File: src/hdl/swm_ram.sv
module swm_ram #(
    parameter int DEPTH = 64,
    parameter int WIDTH = 32,
    parameter int AW    = 6
) (
    input  logic             aclk,
    input  logic             we,
    input  logic [AW-1:0]    waddr,
    input  logic [WIDTH-1:0] wdata,
    input  logic             re,
    input  logic [AW-1:0]    raddr,
    output logic [WIDTH-1:0] rdata
);

    logic [WIDTH-1:0] mem [DEPTH];
    logic [WIDTH-1:0] rdata_reg;

    // write port
    always_ff @(posedge aclk) begin
        if (we) begin
            mem[waddr] <= wdata;
        end
    end

    // registered read port
    always_ff @(posedge aclk) begin
        if (re) begin
            rdata_reg <= mem[raddr];
        end
    end

    assign rdata = rdata_reg;

endmodule

File: config.mk
export PLATFORM = sky130hd
export DESIGN_NAME = swm_ram
export DESIGN_NICKNAME = d
export VERILOG_FILES = /design/src/hdl/swm_ram.sv
export SDC_FILE = /design/constraint.sdc
export NUM_CORES = 2
export LEC_CHECK = 0
export ABC_AREA = 0
export BUFFER_PORTS_ARGS = -buffer_cell sky130_fd_sc_hd__buf_2
export CAP_MARGIN = 20
export CELL_PAD_IN_SITES_DETAIL_PLACEMENT = 0
export CELL_PAD_IN_SITES_GLOBAL_PLACEMENT = 2
export CORE_MARGIN = 5
export CORE_UTILIZATION = 50
export CTS_CLUSTER_DIAMETER = 150
export DETAILED_ROUTE_END_ITERATION = 6
export GPL_TIMING_DRIVEN = 0
export PLACE_DENSITY = 0.78
export SLEW_MARGIN = 10
export SYNTH_ARGS = -nofsm -noshare
export SYNTH_HDL_FRONTEND = slang
export SYNTH_SLANG_ARGS = --single-unit
File: constraint.sdc
create_clock -name aclk -period 3.9 [get_ports aclk]
set_clock_uncertainty 0.15 [all_clocks]
set_input_delay 0.195 -clock aclk [delete_from_list [all_inputs] [get_ports aclk]]
set_output_delay 0.195 -clock aclk [all_outputs]
set_load 0.02 [all_outputs]
# --- Yosys cells after proc, flatten, opt, wreduce, memory -nomap -nowiden ---
# Memories as Yosys holds them, arrays and structs flattened. A register that Yosys moved wholly into a read port is not among the register bits.
# Index checks and enable logic that the tools add are counted.
totals:
  inputBits: 47
  regBits: 0
  memories: 1
  mem_bits_rw: 2048
  word_cells: 3
  out_inout_bits: 32
memory_table:
  columns: ["memory", "words", "width", "read_ports", "rd_ports_with_merged_regs", "write_ports", "line_no", "text"]
  rows:
  - ["mem", 64, 32, 1, 1, 1, "15", "logic [WIDTH-1:0] mem [DEPTH];"]
classes:
  muxes: 2
op_table:
  columns: ["op", "count"]
  rows:
  - ["1-bit 2-to-1 mux", 2]

# --- Longest topological paths before layout ---
depth:
  ltp_word: 2
  depth_mapped: 10
  depth_no_buf: 5

# --- Worst setup path before layout ---
# No wires, ideal clock.
synth_timing:
  kind: "input to register"
  startpoint: "input port waddr[3]"
  endpoint: "memory mem[48][0], enable pin"
  arrival_time_ns: 2.894
  path_stages: 4
  t_required_ns: 3.289
  path_slack_ns: 0.395
  setup_ns: 0.461
  path_cell_list: "clkbuf_1 -> nor2b_1 -> nand4b_1 -> nor3_1"
synth_lines:
  columns: ["element", "line_no", "text"]
  rows:
  - ["start, declared", "8", "input logic [AW-1:0] waddr,"]
  - ["end, declared", "15", null]
# Straight into the memory's write port.

==> results.yml <==
outcome:
  status: "finished, final reports clean"
synth:
  syn_inst: 3324
  synth_top_family_by_area: "multiplexers"
  synth_area_leaders: "edfxtp_1 79%, mux4_2 16%, mux2i_1 1.2%, o22ai_1 0.67%, nor2_1 0.65%"
  synth_area_per_cell_sq_um: 23.7
  synth_edf_count: 2080
  syn-num-nets: 3371
  yosysSeqAreaShare_pct: 79.2
  yosysTopAreaCellShare_pct: 79.2
  synth_compound_area_share_pct: 1.67
  synth-seq-cells: 2080
  synthAdderAreaFrac_pct: 0
  yosysTopAreaCell: "edfxtp_1"
  synthXorXnorAreaFrac_pct: 0
  ys_types: 33
  synthSimpleGateAreaFrac_pct: 1.26
  synth_async_sr_flop_share_pct: 0
  synthMuxAreaShare_pct: 16.7
  syn_area_sq_um: 78800
  dominantRegCellSynth: "edfxtp_1"
  ys_warn_count: 0
floorplan:
  initial_utilization_pct: 50.4
  core_sq_um: 157000
  dieArea_sq_um: 166000
  rows: 145
  dieHeight_um: 407
  die_w_um: 407
  boundaryPins: 79
power_and_ir_drop:
  p_per_area_nw_per_um2: 510
  power_leakage_nw: 28.7
  ir_worst_vdd_mv: 0.419
detailed_routing:
  vias_per_cell: 6.56
  drc: 0
  drt-pass1-iter-count: 7
  ant_nets: 0
  vias: 39400
  totalWireLength_um: 232000
  drtIter0Drc: 6278
  routedWlPerCell_um: 38.5
clock_tree:
  cts_made_buffers: 206
  path_clk_slew_ns: 0.06
  cts_buffer_depth: 3
  cts-root-buf: "clkbuf_16"
  clkLatencyLatePin_ns: 0.85
  cts_tree: "built"
  ctsHtreeMaxLevel: 4
  clock_sinks: 2080
timing:
  worst_hold_slack_ns: 0.130
  hold_violations: 0
  worstMarginPinSlew_ns: 1.23
  max_freq_mhz: 260
  fin_tns_setup_ns: 0
  relSlewSlack_pct: 17.8
  post-route-min-period_ns: 3.85
  setup_viol: 0
  fin_crit_sh_pct: 98.7
  rsz0062_at_grt: "no"
  report.final.slew_viol_count: 0
global_route:
  antenna_found_initial: 25
  grt_max_degree: 65
  track_usage_pct: 28.4
  grt_pass1_vias: 38700
  overflow: 0
  grt_pass1_wl_um: 317000
final_layout:
  syn_to_final_growth_pct: 16.6
  final_cell_mix: "2080 x edfxtp_1, 544 x mux4_2, 206 x clkbuf_16"
  final_layout_size_suffix_gt1_share_pct: 30.3
  largest_reg_flops: 2048
  fin_nets: 3815
  mostFrequentLayoutCell: "edfxtp_1"
  fill_cells: 11000
critical_path:
  worstPathMaxFanout: 19
  end_kind: "flip-flop"
  cp_cell_sequence: "buf_2 > buf_2 > buf_2 > clkbuf_1 > buf_2 > mux2i_1 > a21oi_1 > a21oi_1 > nor2_1"
  criticalPathCategory: "in2reg"
  setup.worst_path.start: "raddr[1]"
  worstPathArrival_ns: 4.24
  r2r_start: "mem[27][18]$_DFFE_PP_"
  required_ns: 4.29
  slowest_delay_ns: 0.76
  cpMostUsedCell: "buf_2"
  start_kind: "primary input"
  crit_slowest_cell: "a21oi_1"
place:
  place.port_buffers: 70
  routabilityCongestion: 0.894
  dpl.hpwl_um: 152000
run:
  max_cap_viol_count: 0
min_path:
  hold_start: "waddr[0]"
  hold_path_class: "in2reg"
## power breakdown
group	leakage [nW]	switching [W]	total, W	internal, W
clock network	3.20	0.00862	0.0193	0.0107
logic	6.76	0.00179	0.00269	0.000906
registers	18.7	0.0000477	0.0248	0.0248
total	28.7	0.0105	0.0468	0.0364
## routing by layer
layer | global-route usage [%] | part of all wire (%) | vias up
met3 | 7.99 | 12 | 422
met4 | 10.9 | 4.4 | 10
met2 | 43.3 | 46 | 2635
li1 | - | - | 15200
met1 | 39.6 | 37 | 21200
met5 | 0 | 0.022 | -
## final timing paths
kind / end / slack (ns) / cells past startpoint
max: rdata[21]$_DFFE_PP_ / 0.05 / 9
min: mem[55][7]$_DFFE_PP_ / 0.13 / 3
max reg2reg: rdata[18]$_DFFE_PP_ / 0.87 / 4
min reg2reg: rdata[4]$_DFFE_PP_ / 0.93 / 4
## cells in the mapped netlist, types with 5 or more instances
| library cell | n |
|---|---|
| buf_4 | 25 |
| nand3_1 | 5 |
| edfxtp_1 | 2080 |
| a311oi_1 | 8 |
| nand2b_1 | 8 |
| clkbuf_1 | 74 |
| a22oi_1 | 12 |
| a21oi_1 | 62 |
| nand2_1 | 26 |
| nand3b_1 | 5 |
| mux4_2 | 544 |
| nor2b_1 | 15 |
| nor3_1 | 7 |
| nor2_1 | 137 |
| o22ai_1 | 84 |
| buf_2 | 57 |
| o221ai_1 | 27 |
| mux2i_1 | 93 |
| buf_1 | 21 |
| buf_6 | 5 |
## per-stage QoR
step           power (W)  instance area [sq um]  util [%]  cells  setup WS, ns
2_1_floorplan     0.0266                  78800         -   3324         0.395
3_3_place_gp      0.0278                  81800      52.2   5452         -3.06
3_5_place_dp      0.0279                  84800      54.2   5575         -1.18
6_report          0.0468                  91900      58.7   6011        0.0500
4_1_cts           0.0470                  91700      58.5   5989         0.126
5_1_grt           0.0481                  91900      58.7   6004        0.0724
## logic make-up (layout without fill, tap and decap cells)
group	Yosys count	after routing
multiplexers	637	637
buffers and inverters	182	802
other	0	9
flip-flops	2080	2080
AO/OA/AOI/OAI	202	202
AND/OR/NAND/NOR	223	223
## critical path: cells and delay by family
kind / cells / cell delay (ns)
mux: 1 / 0.25
buf+inv: 5 / 2.58
simple gates: 1 / 0.18
compound gates: 2 / 0.97
## timing repair
action                                  CTS  global route
hold buffers                             31             5
resized for setup                         0             2
setup endpoints to repair                 2             3
endpoints found under the hold margin  1585           320
buffers inserted                          0             0
## layout make-up
cell class,count,area (sq um),area share [%]
timing repair buffer,237,3410,3.72
tap,2058,2570,2.80
multi-input combinational,1062,16000,17.4
clock buffer,251,5320,5.79
sequential,2080,62500,68.0
buffer,181,886,0.964
antenna,9,22.5,0.0245
clock inverter,133,1230,1.34
Power figures use the tool's default switching activity.
